<file path="src/rtl/pressure_sensor_compensation_assert.svh">
// Assertion macros shared by the pressure compensation RTL
`ifndef PRESSURE_SENSOR_COMPENSATION_ASSERT_SVH
`define PRESSURE_SENSOR_COMPENSATION_ASSERT_SVH

// same-cycle implication, masked during reset
`define PSC_ASSERT_IMPL(label, clk, rst, ante, cons) \
   label: assert property (@(posedge clk) disable iff (rst) (ante) |-> (cons)) \
      else $error("assertion failed");

// next-cycle implication, masked during reset
`define PSC_ASSERT_NEXT(label, clk, rst, ante, cons) \
   label: assert property (@(posedge clk) disable iff (rst) (ante) |=> (cons)) \
      else $error("assertion failed");

// check of the cycle that follows a reset
`define PSC_ASSERT_RESET(label, clk, rst, cons) \
   label: assert property (@(posedge clk) (rst) |=> (cons)) \
      else $error("reset check failed");

`endif

</file>
<file path="src/rtl/psc_pkg.sv">
// Types and constants shared by the pressure compensation pipeline
`timescale 1ns / 1ps
package psc_pkg;

   localparam int CSR_INDEX_W = 3;
   localparam int CSR_DATA_W  = 16;

   localparam int TEMP_BASE       = 2000;
   // 2000 + 1500: very-low threshold expressed relative to the first-order deviation
   localparam int VERY_LOW_OFFSET = 3500;

   localparam logic [31:0] SAT_MAX = 32'h7FFF_FFFF;
   localparam logic [31:0] SAT_MIN = 32'h8000_0000;

   typedef enum logic [CSR_INDEX_W-1:0] {
      CSR_MODEL_SELECT      = 3'd0,
      CSR_PRESSURE_SENS     = 3'd1,
      CSR_PRESSURE_OFFSET   = 3'd2,
      CSR_SENS_TEMP_COEFF   = 3'd3,
      CSR_OFFSET_TEMP_COEFF = 3'd4,
      CSR_REFERENCE_TEMP    = 3'd5,
      CSR_TEMP_COEFF        = 3'd6
   } csr_index_type;

   typedef struct packed {
      logic        model_select;
      logic [15:0] pressure_sens;
      logic [15:0] pressure_offset;
      logic [15:0] sens_temp_coeff;
      logic [15:0] offset_temp_coeff;
      logic [15:0] reference_temp;
      logic [15:0] temp_coeff;
   } cfg_type;

   typedef struct packed {
      logic [23:0] raw_pressure;
      logic [23:0] raw_temperature;
   } req_type;

   typedef struct packed {
      logic signed [31:0] pressure;
      logic signed [31:0] temperature;
   } rsp_type;

   // first-order results leaving the front end
   typedef struct packed {
      logic [23:0]        d1;
      logic signed [39:0] sens1;
      logic signed [39:0] off1;
      logic signed [19:0] dev;
      logic signed [19:0] lo;
      logic [19:0]        ti_low;
      logic [19:0]        ti_high;
   } front_type;

   // corrected sensitivity, offset and final temperature
   typedef struct packed {
      logic [23:0]        d1;
      logic signed [39:0] sens;
      logic signed [39:0] off;
      logic signed [31:0] temp;
   } corr_type;

endpackage

</file>
<file path="src/rtl/psc_second.sv">
// Second-order correction: squared deviations, corrected offset, sensitivity, temperature
`timescale 1ns / 1ps
`include "pressure_sensor_compensation_assert.svh"
module psc_second
   import psc_pkg::*;
(
   input  logic      clock,
   input  logic      reset,
   input  logic      advance,
   input  cfg_type   cfg,
   input  logic      in_valid,
   input  front_type in_data,
   output logic      out_valid,
   output corr_type  out_data
);

   // stage 4
   logic               s4_valid_ff;
   logic [23:0]        s4_d1_ff;
   logic signed [39:0] s4_sens1_ff, s4_off1_ff;
   logic signed [31:0] s4_temp_ff, s4_temp_in;
   logic [39:0]        s4_dev2_ff, s4_dev2_in;
   logic [39:0]        s4_lo2_ff, s4_lo2_in;
   logic               s4_low_ff, s4_vlow_ff;
   // stage 5
   logic               s5_valid_ff;
   corr_type           s5_ff, s5_in;

   logic [19:0]        ti_sel;
   logic [39:0]        offi, sensi, lo_off, lo_sens;

   // below the base temperature exactly when the deviation is negative
   always_comb begin
      ti_sel = 20'd0;
      if (in_data.dev[19]) begin
         ti_sel = in_data.ti_low;
      end else if (cfg.model_select) begin
         ti_sel = in_data.ti_high;
      end
   end

   assign s4_temp_in = $signed({{12{in_data.dev[19]}}, in_data.dev})
                     + $signed(32'(TEMP_BASE))
                     - $signed({12'd0, ti_sel});
   assign s4_dev2_in = in_data.dev * in_data.dev;
   assign s4_lo2_in  = in_data.lo * in_data.lo;

   assign lo_off  = s4_vlow_ff ? ((s4_lo2_ff << 3) - s4_lo2_ff) : 40'd0;
   assign lo_sens = s4_vlow_ff ? (s4_lo2_ff << 2) : 40'd0;

   always_comb begin
      offi  = 40'd0;
      sensi = 40'd0;
      if (!cfg.model_select) begin
         if (s4_low_ff) begin
            offi  = ((s4_dev2_ff << 5) - s4_dev2_ff) >> 3;
            sensi = ((s4_dev2_ff << 6) - s4_dev2_ff) >> 5;
         end
      end else if (s4_low_ff) begin
         offi  = (((s4_dev2_ff << 1) + s4_dev2_ff) >> 1) + lo_off;
         sensi = (((s4_dev2_ff << 2) + s4_dev2_ff) >> 3) + lo_sens;
      end else begin
         offi  = s4_dev2_ff >> 4;
      end
   end

   always_comb begin
      s5_in.d1   = s4_d1_ff;
      s5_in.sens = s4_sens1_ff - $signed(sensi);
      s5_in.off  = s4_off1_ff - $signed(offi);
      s5_in.temp = s4_temp_ff;
   end

   always_ff @(posedge clock) begin
      if (reset) begin
         s4_valid_ff <= 1'b0;
         s5_valid_ff <= 1'b0;
      end else if (advance) begin
         s4_valid_ff <= in_valid;
         s5_valid_ff <= s4_valid_ff;
      end
   end

   always_ff @(posedge clock) begin
      if (advance) begin
         s4_d1_ff    <= in_data.d1;
         s4_sens1_ff <= in_data.sens1;
         s4_off1_ff  <= in_data.off1;
         s4_temp_ff  <= s4_temp_in;
         s4_dev2_ff  <= s4_dev2_in;
         s4_lo2_ff   <= s4_lo2_in;
         s4_low_ff   <= in_data.dev[19];
         s4_vlow_ff  <= in_data.lo[19];
         s5_ff       <= s5_in;
      end
   end

   assign out_valid = s5_valid_ff;
   assign out_data  = s5_ff;

   // the base variant leaves warm readings uncorrected
   `PSC_ASSERT_IMPL(warm_base_uncorrected_a, clock, reset, s4_valid_ff && !cfg.model_select && !s4_low_ff, offi == 40'd0 && sensi == 40'd0)

endmodule

</file>
<file path="config.mk">
export PLATFORM = sky130hd
export DESIGN_NAME = psc_second
export DESIGN_NICKNAME = d
export VERILOG_FILES = /design/src/rtl/psc_pkg.sv /design/src/rtl/psc_second.sv
export VERILOG_INCLUDE_DIRS = /design/src /design/src/rtl
export SDC_FILE = /design/constraint.sdc
export NUM_CORES = 2
export LEC_CHECK = 0
export BUFFER_PORTS_ARGS = -buffer_cell sky130_fd_sc_hd__buf_2
export CAP_MARGIN = 10
export CORE_MARGIN = 2
export CORE_UTILIZATION = 57
export DETAILED_ROUTE_END_ITERATION = 10
export PLACE_DENSITY = 0.84
export SKIP_CTS_REPAIR_TIMING = 1
export SLEW_MARGIN = 20
export SYNTH_ARGS = -nofsm -noshare
export SYNTH_HDL_FRONTEND = slang
export SYNTH_SLANG_ARGS = --single-unit
</file>
<file path="constraint.sdc">
create_clock -name clock -period 8.7 [get_ports clock]
set_input_delay 1.74 -clock clock [delete_from_list [all_inputs] [get_ports clock]]
set_output_delay 1.74 -clock clock [all_outputs]
set_load 0.02 [all_outputs]
</file>
# ---- After elaboration in Yosys (flattened, before gate mapping)
# Index checks and enable logic that the tools add are counted.
dict set report word_totals {
  ff_bits 356
  output_inout_bits 137
  in_bits 285
}
dict set report op_classes {
  add_sub_neg 11
  mux 10
  n_mul 2
}
# op n
set ops {}
lappend ops {{40-bit 2-to-1 mux} 6}
lappend ops {{40-bit subtractor} 5}
lappend ops {{40-bit adder} 2}
lappend ops {{20-bit by 20-bit multiplier with 40-bit output} 2}
lappend ops {{37-bit by 40-bit adder with 40-bit output} 1}
lappend ops {{39-bit by 40-bit adder with 40-bit output} 1}
lappend ops {{20-bit 2-to-1 mux} 2}
lappend ops {{37-bit 2-to-1 mux} 1}
lappend ops {{35-bit 2-to-1 mux} 1}
lappend ops {{21-bit by 21-bit subtractor with 22-bit output} 1}
lappend ops {{20-bit by 12-bit adder with 21-bit output, second input constant} 1}

# ---- Depth between registers and ports, before layout
dict set report logic_depth {
  ltp_word 6
  ltp_mapped 35
}

# ---- Worst setup path before layout
# OpenSTA, ideal clock, no wires.
dict set report synth_path {
  path_type {input to register}
  startpoint {input in_data[79] in the netlist's numbering}
  endpoint {register s4_dev2_ff[38] (data pin)}
  slack_ns -0.321
  cell_stages 27
  t_required_ns 8.442
  path_buffers 2
  arrival_ns 8.763
  path_cell_list {inv_1 clkbuf_1 buf_1 nor2_1 fa_1 fa_1 fa_1 fa_1 inv_1 fa_1 inv_1 fa_1 inv_1 fa_1 inv_1 ha_1 nand3_1 or3_1 or2_2 o221a_2 o31ai_1 nor3_1 a21oi_1 a2111oi_0 o21bai_1 a21oi_1 xnor2_1}
}
dict set report synth_between {
  elab_chain_len 1
}
# item line_no
set synth_rtl {}
lappend synth_rtl {{start: declaration} psc_second.sv:12} ;# input front_type in_data,
lappend synth_rtl {{20-bit by 20-bit multiplier with 40-bit output} psc_second.sv:45} ;# assign s4_dev2_in = in_data.dev * in_data.dev;
lappend synth_rtl {{named net s4_dev2_in[38]} psc_second.sv:22} ;# logic [39:0] s4_dev2_ff, s4_dev2_in;
lappend synth_rtl {{end signal: assignment} psc_second.sv:90} ;# s4_dev2_ff <= s4_dev2_in;
lappend synth_rtl {{end: declaration} psc_second.sv:22}
# The timed path passes the listed nets, and every way through them passes these cells.
# A chain may end at the register's enable or synchronous reset.

# ---- Worst setup path in the final report
dict set report layout_path {
  startpoint {input in_data[59] in the netlist's numbering}
  endpoint {register s4_lo2_ff[38] (data pin)}
}
dict set report layout_between {
  elab_chain_len 1
}
# item line_no
set layout_rtl {}
lappend layout_rtl {{20-bit by 20-bit multiplier with 40-bit output} psc_second.sv:46} ;# assign s4_lo2_in = in_data.lo * in_data.lo;
lappend layout_rtl {{named net s4_lo2_in[38]} psc_second.sv:23} ;# logic [39:0] s4_lo2_ff, s4_lo2_in;
lappend layout_rtl {{end signal: assignment} psc_second.sv:91} ;# s4_lo2_ff <= s4_lo2_in;
lappend layout_rtl {{end: declaration} psc_second.sv:23}
# The timed path passes the listed nets, and every way through them passes these cells.

==> impl_metrics.tcl <==
set metrics [dict create \
    synth_warnings 0 \
    grt_util_met1 0.3676 \
    clk_latency_ps 640 \
    worstPathArrival_ps 8730 \
    met3_usage 0.05152 \
    endpoint "s4_lo2_ff[38]" \
    grt_max_degree 142 \
    fill_cells 7409 \
    drt_iter0_drc 3363 \
    netlist_area_um2 55740 \
    cts_tree "yes" \
    dr.pass1.iters 6 \
    vias_per_cell 5.697 \
    timing.critical_path.depth 27 \
    syn_inst 5944 \
    io_buffers 325 \
    htreeDepth 2 \
    reg2reg_slack_ps 400 \
    drive_gt1_frac 0.1165 \
    dpl.hpwl_um 117500 \
    globalRoute.totalOverflow 0 \
    synth_edf_count 332 \
    crit_buf_inv 9 \
    layout_min_cycle_time_ps 8355 \
    r2r-end "out_data[111]" \
    numCtsBuffers 42 \
    yosys-top-cells-area "fa_1 28%, edfxtp_1 18%, ha_1 13%" \
    io_pins 422 \
    crit_start "in_data[59]" \
    synth-seq-area-share 0.1796 \
    synth_area_leader_cell "fa_1" \
    post-route-cell-area_um2 62360 \
    async_reset_ff_frac 0 \
    crit_path_top_delay_cell "fa_1" \
    area_growth_pct 11.87 \
    skew_ps 39.85 \
    core.rowCount 114 \
    dr_total_vias 44380 \
    nets 8124 \
    path_max_fanout 8 \
    synth_top_cell_area_share 0.2808 \
    synth-seq-cells 334 \
    yosysMostFrequentCell "inv_1" \
    synth_nets 7588 \
    first_global_vias 45850 \
    final_hold_viol_count 0 \
    die_h_um 316.7 \
    gp_congestion 0.9647 \
    crit_family "adder cells" \
    maxSlewHeadroom 0.09310 \
    max_freq_mhz 119.7 \
    wl_um 141700 \
    grt-busiest-layer "met2" \
    wl_per_cell_um 18.19 \
    outcome "finished clean" \
    cts_root_buf "clkbuf_16" \
    grt_pass1_wl_um 228400 \
    tns_ps 0 \
    core_um2 96850 \
    yosys-top-cells-count "1148 x inv_1, 782 x fa_1, 577 x ha_1, 420 x nand2_1, 348 x nor2_1" \
    crit_required_ps 9080 \
    grt_usage 0.2870 \
    synthFlopType "edfxtp_1" \
    finalCritPeriodShare 0.9604 \
    clkTransAtPathRegs_ps 70 \
    worstHoldPathType "reg -> reg" \
    worst_setup_path_start_kind "input port" \
    ant_nets 0 \
    post_dp_cell_area_um2 60820 \
    crit_path_end_kind "register" \
    start_util 0.5756 \
    setup_viol 0 \
    path_common_cell "fa_1" \
    rr_worst_depth 35 \
    critPathKind "in -> reg" \
    reg2reg_from "s4_dev2_ff[2]" \
    max_stage_delay_ps 640 \
    antenna_found_initial 5 \
    clockBufferDepth 3 \
    drt_drc_violations_left 0 \
    met2_usage 0.4680 \
    tightest_slew_ps 1339 \
    syn_area_per_cell_um2 9.378 \
    dieArea_um2 100300 \
    die_width_um 316.7 \
    slew_viol_final 0 \
    synthDistinctLibCells 90 \
    maxCapViolations 0 \
    clock_sinks 334 \
]
==> flip-flops by register name, summed over array words and instances, names as in the netlist <==
register     count
s4_temp_ff      22
out_valid        1
s4_dev2_ff      39
out_data       126
s4_off1_ff      40
s4_lo2_ff       39
s4_vlow_ff       1
s4_sens1_ff     40
s4_low_ff        1
s4_d1_ff        24
s4_valid_ff      1
==> cells in the final DEF (no fill, tap or decap), types with 17 or more instances in the layout <==
cell	synthesis	final
xnor2_1	277	277
and3_1	43	43
edfxtp_1	332	332
nand2_1	420	420
inv_1	1148	1148
a211oi_1	30	27
fa_1	782	781
o21ai_0	221	218
nand4_1	24	24
o21bai_1	53	53
nand3_1	74	74
o31ai_1	17	17
o21a_1	61	61
ha_1	577	577
clkbuf_16	0	42
buf_2	1	323
a21oi_1	332	331
nor2b_1	47	46
or3_1	20	20
and2_1	149	149
xor2_1	140	140
a22oi_1	52	52
nor3_1	51	50
o211ai_1	21	21
a31oi_1	37	37
nor2_1	348	348
buf_4	10	303
a21o_1	199	199
nand2b_1	71	71
==> worst min path at each step <==
stage	start	endpoint	slack (ps)	cells after the start
6_report	s4_d1_ff[4]	out_data[116]	410	0
5_1_grt	s4_d1_ff[14]	out_data[126]	420	0
4_1_cts	s4_d1_ff[4]	out_data[116]	410	0
3_5_place_dp	s4_d1_ff[4]	out_data[116]	400	0
3_3_place_gp	s4_d1_ff[5]	out_data[117]	400	0
2_1_floorplan	s4_temp_ff[0]	out_data[0]	400	0
==> worst reg2reg max path: cells and delay by family, from the launching register on <==
family                     cells  cell delay (ps)
AOI/OAI and AO/OA             17             4170
adders and majority gates      3              830
buffers and inverters          4              720
and+or+nand+nor                8             1520
xor gates and xnor gates       3              380
DFF                            1              410
==> cells by family (layout without fill, tap and decap cells) <==
| family | Yosys count | count (layout) | share of synthesized area |
|---|---|---|---|
| buffers and inverters | 1299 | 1868 | 0.08817 |
| muxes | 16 | 16 | 0.002940 |
| AOI/OAI and AO/OA | 1191 | 1191 | 0.1397 |
| xor gates and xnor gates | 417 | 417 | 0.06552 |
| other | 1 | 2 | 0.00006727 |
| and+or+nand+nor | 1327 | 1327 | 0.1137 |
| DFF | 334 | 334 | 0.1796 |
| adders and majority gates | 1359 | 1359 | 0.4104 |
==> layer usage <==
| layer | wire length, um | vias up |
|---|---|---|
| li1 | - | 20660 |
| met1 | 55410 | 21710 |
| met3 | 11050 | 391 |
| met4 | 8361 | 6 |
| met2 | 66870 | 1620 |
| met5 | 39 | - |
==> area by class of cell <==
cell class,count,area (um2),area share
Inverter,1157,4343,0.06964
Sequential cell,334,10010,0.1605
Multi-Input combinational cell,4311,40870,0.6553
Clock inverter,31,427.9,0.006862
Timing Repair Buffer,634,4046,0.06489
Antenna cell,1,2.502,0.00004013
Clock buffer,46,1066,0.01709
Tap cell,1276,1597,0.02560
==> stage by stage <==
step	utilization	hold WS (ps)	setup WS, ps	std cells
6_report	0.6439	411.0	344.6	7790
5_1_grt	0.6439	421.5	-1.828	7790
4_1_cts	0.6434	411.4	76.16	7788
3_5_place_dp	0.6279	404.5	-332.3	7711
3_3_place_gp	0.6279	400.5	-146.1	7711
2_1_floorplan	-	400.3	0.3348	5944
Power is left out: the tool's default activity adds up to more than one toggle a clock period on the data nets, which glitch-free logic cannot reach.
