File: config.mk
export PLATFORM = sky130hd
export DESIGN_NAME = psc_pressure
export DESIGN_NICKNAME = d
export VERILOG_FILES = /design/src/rtl/pressure_sensor_compensation_assert.svh /design/src/rtl/psc_pkg.sv /design/src/rtl/psc_pressure.sv
export SDC_FILE = /design/constraint.sdc
export NUM_CORES = 2
export LEC_CHECK = 0
export BUFFER_PORTS_ARGS = -buffer_cell sky130_fd_sc_hd__buf_4
export CORE_MARGIN = 5
export CORE_UTILIZATION = 25
export CTS_CLUSTER_SIZE = 20
export DETAILED_ROUTE_END_ITERATION = 6
export GPL_ROUTABILITY_DRIVEN = 1
export PLACE_DENSITY_LB_ADDON = 0.12
export SLEW_MARGIN = 20
export SYNTH_ARGS = -nofsm -noshare
export SYNTH_HDL_FRONTEND = slang
export SYNTH_SLANG_ARGS = --single-unit
File: constraint.sdc
create_clock -name clock -period 11 [get_ports clock]
set_clock_uncertainty 0.15 [all_clocks]
set_input_delay 1.1 -clock clock [delete_from_list [all_inputs] [get_ports clock]]
set_output_delay 1.1 -clock clock [all_outputs]
set_load 0.01 [all_outputs]
File: src/rtl/pressure_sensor_compensation_assert.svh
// Assertion macros shared by the pressure compensation RTL
`ifndef PRESSURE_SENSOR_COMPENSATION_ASSERT_SVH
`define PRESSURE_SENSOR_COMPENSATION_ASSERT_SVH

// same-cycle implication, masked during reset
`define PSC_ASSERT_IMPL(label, clk, rst, ante, cons) \
   label: assert property (@(posedge clk) disable iff (rst) (ante) |-> (cons)) \
      else $error("assertion failed");

// next-cycle implication, masked during reset
`define PSC_ASSERT_NEXT(label, clk, rst, ante, cons) \
   label: assert property (@(posedge clk) disable iff (rst) (ante) |=> (cons)) \
      else $error("assertion failed");

// check of the cycle that follows a reset
`define PSC_ASSERT_RESET(label, clk, rst, cons) \
   label: assert property (@(posedge clk) (rst) |=> (cons)) \
      else $error("reset check failed");

`endif

File: src/rtl/psc_pkg.sv
// Types and constants shared by the pressure compensation pipeline
`timescale 1ns / 1ps
package psc_pkg;

   localparam int CSR_INDEX_W = 3;
   localparam int CSR_DATA_W  = 16;

   localparam int TEMP_BASE       = 2000;
   // 2000 + 1500: very-low threshold expressed relative to the first-order deviation
   localparam int VERY_LOW_OFFSET = 3500;

   localparam logic [31:0] SAT_MAX = 32'h7FFF_FFFF;
   localparam logic [31:0] SAT_MIN = 32'h8000_0000;

   typedef enum logic [CSR_INDEX_W-1:0] {
      CSR_MODEL_SELECT      = 3'd0,
      CSR_PRESSURE_SENS     = 3'd1,
      CSR_PRESSURE_OFFSET   = 3'd2,
      CSR_SENS_TEMP_COEFF   = 3'd3,
      CSR_OFFSET_TEMP_COEFF = 3'd4,
      CSR_REFERENCE_TEMP    = 3'd5,
      CSR_TEMP_COEFF        = 3'd6
   } csr_index_type;

   typedef struct packed {
      logic        model_select;
      logic [15:0] pressure_sens;
      logic [15:0] pressure_offset;
      logic [15:0] sens_temp_coeff;
      logic [15:0] offset_temp_coeff;
      logic [15:0] reference_temp;
      logic [15:0] temp_coeff;
   } cfg_type;

   typedef struct packed {
      logic [23:0] raw_pressure;
      logic [23:0] raw_temperature;
   } req_type;

   typedef struct packed {
      logic signed [31:0] pressure;
      logic signed [31:0] temperature;
   } rsp_type;

   // first-order results leaving the front end
   typedef struct packed {
      logic [23:0]        d1;
      logic signed [39:0] sens1;
      logic signed [39:0] off1;
      logic signed [19:0] dev;
      logic signed [19:0] lo;
      logic [19:0]        ti_low;
      logic [19:0]        ti_high;
   } front_type;

   // corrected sensitivity, offset and final temperature
   typedef struct packed {
      logic [23:0]        d1;
      logic signed [39:0] sens;
      logic signed [39:0] off;
      logic signed [31:0] temp;
   } corr_type;

endpackage

File: src/rtl/psc_pressure.sv
// Back end: split pressure product, scaling, final divide and saturation
`timescale 1ns / 1ps
module psc_pressure
   import psc_pkg::*;
(
   input  logic     clock,
   input  logic     reset,
   input  logic     advance,
   input  cfg_type  cfg,
   input  logic     in_valid,
   input  corr_type in_data,
   output logic     out_valid,
   output rsp_type  out_data
);

   // stage 6
   logic               s6_valid_ff;
   logic [43:0]        s6_pp_lo_ff, s6_pp_lo_in;
   logic signed [44:0] s6_pp_hi_ff, s6_pp_hi_in;
   logic signed [39:0] s6_off_ff;
   logic signed [31:0] s6_temp_ff;
   // stage 7
   logic               s7_valid_ff;
   logic signed [44:0] s7_q_ff, s7_q_in;
   logic signed [39:0] s7_off_ff;
   logic signed [31:0] s7_temp_ff;
   // stage 8
   logic               s8_valid_ff;
   logic signed [45:0] s8_num_ff, s8_num_in;
   logic signed [31:0] s8_temp_ff;
   // stage 9, output register
   logic               s9_valid_ff;
   rsp_type            s9_ff, s9_in;

   logic signed [65:0] prod, prod_adj;
   logic [20:0]        prod_round;
   logic [14:0]        num_round;
   logic signed [45:0] num_adj, quo;
   logic               sat_hi, sat_lo;

   // sensitivity split in two 20-bit halves to keep each multiplier narrow
   assign s6_pp_lo_in = in_data.d1 * in_data.sens[19:0];
   assign s6_pp_hi_in = $signed({1'b0, in_data.d1}) * $signed(in_data.sens[39:20]);

   assign prod       = $signed({{1{s6_pp_hi_ff[44]}}, s6_pp_hi_ff, 20'd0})
                     + $signed({22'd0, s6_pp_lo_ff});
   assign prod_round = prod[65] ? 21'h1F_FFFF : 21'd0;
   assign prod_adj   = prod + $signed({45'd0, prod_round});
   assign s7_q_in    = $signed(prod_adj[65:21]);

   assign s8_num_in = $signed({s7_q_ff[44], s7_q_ff}) - $signed({{6{s7_off_ff[39]}}, s7_off_ff});

   always_comb begin
      num_round = 15'd0;
      if (s8_num_ff[45]) begin
         num_round = cfg.model_select ? 15'h1FFF : 15'h7FFF;
      end
   end

   assign num_adj = s8_num_ff + $signed({31'd0, num_round});
   assign quo     = cfg.model_select ? (num_adj >>> 13) : (num_adj >>> 15);
   assign sat_hi  = !quo[45] && (quo[44:31] != 14'h0000);
   assign sat_lo  = quo[45] && (quo[44:31] != 14'h3FFF);

   always_comb begin
      s9_in.temperature = s8_temp_ff;
      if (sat_hi) begin
         s9_in.pressure = $signed(SAT_MAX);
      end else if (sat_lo) begin
         s9_in.pressure = $signed(SAT_MIN);
      end else begin
         s9_in.pressure = $signed(quo[31:0]);
      end
   end

   always_ff @(posedge clock) begin
      if (reset) begin
         s6_valid_ff <= 1'b0;
         s7_valid_ff <= 1'b0;
         s8_valid_ff <= 1'b0;
         s9_valid_ff <= 1'b0;
      end else if (advance) begin
         s6_valid_ff <= in_valid;
         s7_valid_ff <= s6_valid_ff;
         s8_valid_ff <= s7_valid_ff;
         s9_valid_ff <= s8_valid_ff;
      end
   end

   always_ff @(posedge clock) begin
      if (advance) begin
         s6_pp_lo_ff <= s6_pp_lo_in;
         s6_pp_hi_ff <= s6_pp_hi_in;
         s6_off_ff   <= in_data.off;
         s6_temp_ff  <= in_data.temp;
         s7_q_ff     <= s7_q_in;
         s7_off_ff   <= s6_off_ff;
         s7_temp_ff  <= s6_temp_ff;
         s8_num_ff   <= s8_num_in;
         s8_temp_ff  <= s7_temp_ff;
         s9_ff       <= s9_in;
      end
   end

   assign out_valid = s9_valid_ff;
   assign out_data  = s9_ff;

endmodule

Word-level counts from Yosys, hierarchy flattened:

Cells that the tools add are included.

* register bits after elaboration: 424
* bits in latches: 0
* bits in writable memories: 0
* ROM bits: 0
* bits of input ports: 237
* output and inout bits: 65
* logic and storage cells: 31
* memories kept: 0

* add/subtract/negate cells: 4
* $mul: 2
* divide/modulo/power cells: 0
* $lt $le $gt $ge: 0
* eq/ne operators: 1
* shifts and indexed selects: 0
* multiplexer cells: 5
* bitwise logic cells: 0
* reduce and logical (&&, ||, !) cells: 4

Operators with widths (number)
* 65-bit by 45-bit adder with 66-bit output: 1
* 66-bit by 22-bit adder with 66-bit output: 1
* 32-bit 2-to-1 mux: 2
* 46-bit by 16-bit adder with 46-bit output: 1
* 45-bit by 40-bit subtractor with 46-bit output: 1
* 25-bit by 20-bit multiplier with 45-bit output: 1
* 24-bit by 20-bit multiplier with 44-bit output: 1
* 15-bit 2-to-1 mux: 2
* 21-bit 2-to-1 mux: 1
* 14-bit != test, second input constant: 1
* 14-bit nonzero test: 1
* 1-bit logical AND: 2
* 1-bit logical NOT: 1

Depth between registers and ports, before layout:

* depth after elaboration: 7
* mapped depth: 29
* mapped depth without buffers: 27

Worst setup path after synthesis:

Ideal clock, no wire load.

* kind: in2reg
* start point: in in_data[77] in the netlist's numbering
* end point: reg s6_pp_lo_ff[43], data pin
* library setup time: 261 ps
* data arrival time: 7782 ps
* slack: 2808 ps
* stages on the path: 24
* buffers on the path: 1
* path through: clkbuf_1 -> nand2_1 -> fa_1 -> fa_1 -> fa_1 -> inv_1 -> fa_1 -> fa_1 -> fa_1 -> inv_1 -> fa_1 -> inv_1 -> ha_1 -> a21o_1 -> a21o_1 -> a221o_1 -> a311o_1 -> a21oi_2 -> nor3_1 -> o221a_2 -> or4b_1 -> a31o_1 -> a21oi_2 -> xor2_1

* word-level cells in the longest chain between the ends: 1

Ends and longest elaborated chain
* start: declaration: line psc_pressure.sv:11 `input corr_type in_data,`
* 24-bit by 20-bit multiplier with 44-bit output: line psc_pressure.sv:42 `assign s6_pp_lo_in = in_data.d1 * in_data.sens[19:0];`
* named net s6_pp_lo_in[43]: line psc_pressure.sv:18 `logic [43:0] s6_pp_lo_ff, s6_pp_lo_in;`
* end signal: assignment: line psc_pressure.sv:92 `s6_pp_lo_ff <= s6_pp_lo_in;`
* end: declaration: line psc_pressure.sv:18

The timed path passes the listed nets, and every way through them passes these cells.
A chain may end at the register's enable or synchronous reset.

Worst setup path after layout:

* start point: in in_data[120] in the netlist's numbering
* end point: reg s6_pp_lo_ff[43], data pin

The elaborated chain is that of the path after synthesis.

==> flow_metrics.env <==
export IMPL_outcome="finished clean"
export IMPL_fmax_mhz=112
export IMPL_r2r_slack_ps=4400
export IMPL_cts_setup_buffers=0
export IMPL_cts_hold_fix_buffers=0
export IMPL_port_buffers=205
export IMPL_synth_top_area_frac=0.305
export IMPL_cts_clk_slew_worst_paths_ps=70
export IMPL_fin_crit_sh=0.813
export IMPL_first_pass_iters=5
export IMPL_hold_depth=0
export IMPL_rows=167
export IMPL_antenna_found_initial=21
export IMPL_synth_edf_count=420
export IMPL_grt_pass1_wl_mm=224
export IMPL_crit_path_end_kind="register"
export IMPL_worstReg2RegStart="s6_pp_lo_ff[21]$_DFFE_PP_"
export IMPL_cpPeakStageDelay_ps=540
export IMPL_clk_path_buf_depth=3
export IMPL_holdPathEnd="s7_off_ff[39]$_DFFE_PP_"
export IMPL_slew_viol_final=0
export IMPL_synth_area_leaders="fa_1 (30%), edfxtp_1 (24%), ha_1 (11%)"
export IMPL_cp_common_cell="fa_1"
export IMPL_crit_buf_inv=5
export IMPL_seq_area_frac_synth=0.245
export IMPL_yosysWarnings=0
export IMPL_start_util=0.250
export IMPL_ys_ff_latch=424
export IMPL_slowest_stage="buf_4"
export IMPL_wirelength_mm=143
export IMPL_r2r_worst_path_cells=20
export IMPL_avgSynthCellArea_sq_um=10.1
export IMPL_synth_nets=6589
export IMPL_htree_levels=2
export IMPL_rsz0062_at_grt="false"
export IMPL_cts_inserted_buffers=44
export IMPL_gp_congestion=0.777
export IMPL_wl_per_cell_um=18.0
export IMPL_reg2reg_to="s7_q_ff[44]$_DFFE_PP_"
export IMPL_async_flop_share=0
export IMPL_holdCritPathClass="register to register"
export IMPL_dr_first_iter_drc_count=1487
export IMPL_synth_top_area_cell="fa_1"
export IMPL_crit_required_ps=11170
export IMPL_finalSetupViolCount=0
export IMPL_routed_via_density=4.34
export IMPL_syn2layout_area_growth_pct=11.4
export IMPL_grt_use_total=0.132
export IMPL_vias=34500
export IMPL_critPathKind="primary input to register"
export IMPL_detail_route_antenna_nets=0
export IMPL_critical_path_peak_fanout=40
export IMPL_ys_types=95
export IMPL_drive_gt1_frac=0.0659
export IMPL_finalHoldViolCount=0
export IMPL_synthFlopType="edfxtp_1"
export IMPL_grt_pass1_vias=37100
export IMPL_fp_dieW_um=465
export IMPL_cts_tree="done"
export IMPL_synthCells=5127
export IMPL_finalSetupTns_ps=0
export IMPL_drv_cap=0
export IMPL_startpoint_type="primary input"
export IMPL_hpwl_mm=110
export IMPL_nNetsFinal=6658
export IMPL_fp_coreArea_sq_um=206000
export IMPL_drc=0
export IMPL_synth_area_sq_um=51700
export IMPL_die_area_sq_um=216000
export IMPL_root_buffer="clkbuf_16"
export IMPL_grt_overflow=0
export IMPL_clock_latency_ps=600
export IMPL_yosys_top_cells_count="inv_1 (968), fa_1 (787), nand2_1 (595)"
export IMPL_ioPinCount=302
export IMPL_slew_limit_headroom=0.358
export IMPL_crit_arrival_ps=9110
export IMPL_cts_resized=0
export IMPL_cts_sinks=424
export IMPL_worst_slew_pin_slew_ps=964
export IMPL_critPathTopFamily="adder cells"
export IMPL_die_y_um=465
export IMPL_grt_max_degree=98
export IMPL_hold_path_startpoint="s6_off_ff[39]$_DFFE_PP_"
export IMPL_yosysMostFrequentCell="inv_1"
export IMPL_final_min_clock_period_ps=8950
how the worst max path moves through the flow:
stage            startpoint                        end  slack, ps  cells after the start
5_1_grt        in_data[120]  s6_pp_lo_ff[43]$_DFFE_PP_       1800                     25
2_1_floorplan   in_data[77]  s6_pp_lo_ff[43]$_DFFE_PP_       2810                     24
6_report       in_data[120]  s6_pp_lo_ff[43]$_DFFE_PP_       2050                     25
3_3_place_gp   in_data[120]  s6_pp_lo_ff[43]$_DFFE_PP_       1500                     25
4_1_cts        in_data[120]  s6_pp_lo_ff[43]$_DFFE_PP_       2100                     25
3_5_place_dp   in_data[120]  s6_pp_lo_ff[43]$_DFFE_PP_       1470                     25
registers in the layout, summed over array words and instances, names as in the netlist:
register,count
s6_pp_lo_ff,44
s7_q_ff,45
s7_off_ff,40
s6_pp_hi_ff,45
s7_temp_ff,32
s6_temp_ff,32
s8_valid_ff,1
s7_valid_ff,1
out_data,64
out_valid,1
s8_num_ff,46
s8_temp_ff,32
s6_off_ff,40
s6_valid_ff,1
area by class of cell:
type / count / area [sq um]
timing repair buffer: 229 / 1730
clock buffer: 54 / 1160
sequential: 424 / 12700
tap: 2704 / 3380
multi-input combinational: 3529 / 34600
antenna: 9 / 22.5
fill: 22000 / 149000
inverter: 968 / 3630
clock inverter: 28 / 392
per-layer routing:
metal  vias to the layer above  wire [um]  global-route usage
met5                         -         27                   0
met4                         4       2460              0.0246
met3                        98       4880              0.0161
met2                       453      64400               0.211
met1                     17600      71600               0.193
li1                      16400          -                   -
per-stage QoR:
step | hold WS [ps] | instance area, sq um | setup slack, ps | instances | util
2_1_floorplan | 250 | 51700 | 2810 | 5127 | -
3_3_place_gp | 250 | 56000 | 1500 | 7854 | 0.271
3_5_place_dp | 255 | 56000 | 1470 | 7854 | 0.271
6_report | 256 | 57600 | 2050 | 7945 | 0.279
4_1_cts | 255 | 57600 | 2100 | 7936 | 0.279
5_1_grt | 267 | 57600 | 1800 | 7938 | 0.279
worst reg2reg max path, stage by stage, from the launching register on:
cell	delay, ps
edfxtp_1	430
ha_1	340
a21oi_1	260
nor2_1	140
o211ai_2	290
nand3_2	200
a31oi_1	570
o21a_1	220
buf_4	300
ha_1	260
nand4_1	170
nor4_1	450
and3_1	270
a21boi_0	210
a31oi_1	60
o2111a_1	220
nor3_2	460
nand4_1	460
nor4_1	480
and3_1	270
a21boi_0	110
cells in the final DEF, fill, tap and decap left out, types with 30 or more instances in the layout:
cell type / Yosys / final
inv_1: 968 / 968
fa_1: 787 / 787
nand2_1: 595 / 595
and2_1: 474 / 474
ha_1: 438 / 438
edfxtp_1: 420 / 420
buf_4: 0 / 228
a21oi_1: 158 / 158
nor2_1: 151 / 151
xnor2_1: 148 / 148
o21ai_0: 97 / 97
a21o_1: 80 / 80
xor2_1: 71 / 71
nand3_1: 60 / 60
clkbuf_16: 0 / 44
nor3_1: 39 / 39
and3_1: 36 / 36
nand2b_1: 36 / 36
nand4_1: 30 / 30
logic make-up (layout without fill, tap and decap cells):
family,count (synthesis),after routing,share of synthesized area
compound gates,575,575,0.0734
xor+xnor,220,220,0.0374
fa+ha+maj,1226,1226,0.411
buf+inv,1174,1279,0.0856
flops,424,424,0.245
mux,7,7,0.00136
other cells,0,9,0
simple gates,1501,1501,0.146
Power is not shown: default switching activity piles up to over one toggle a cycle in this logic, so the estimate is an artifact.
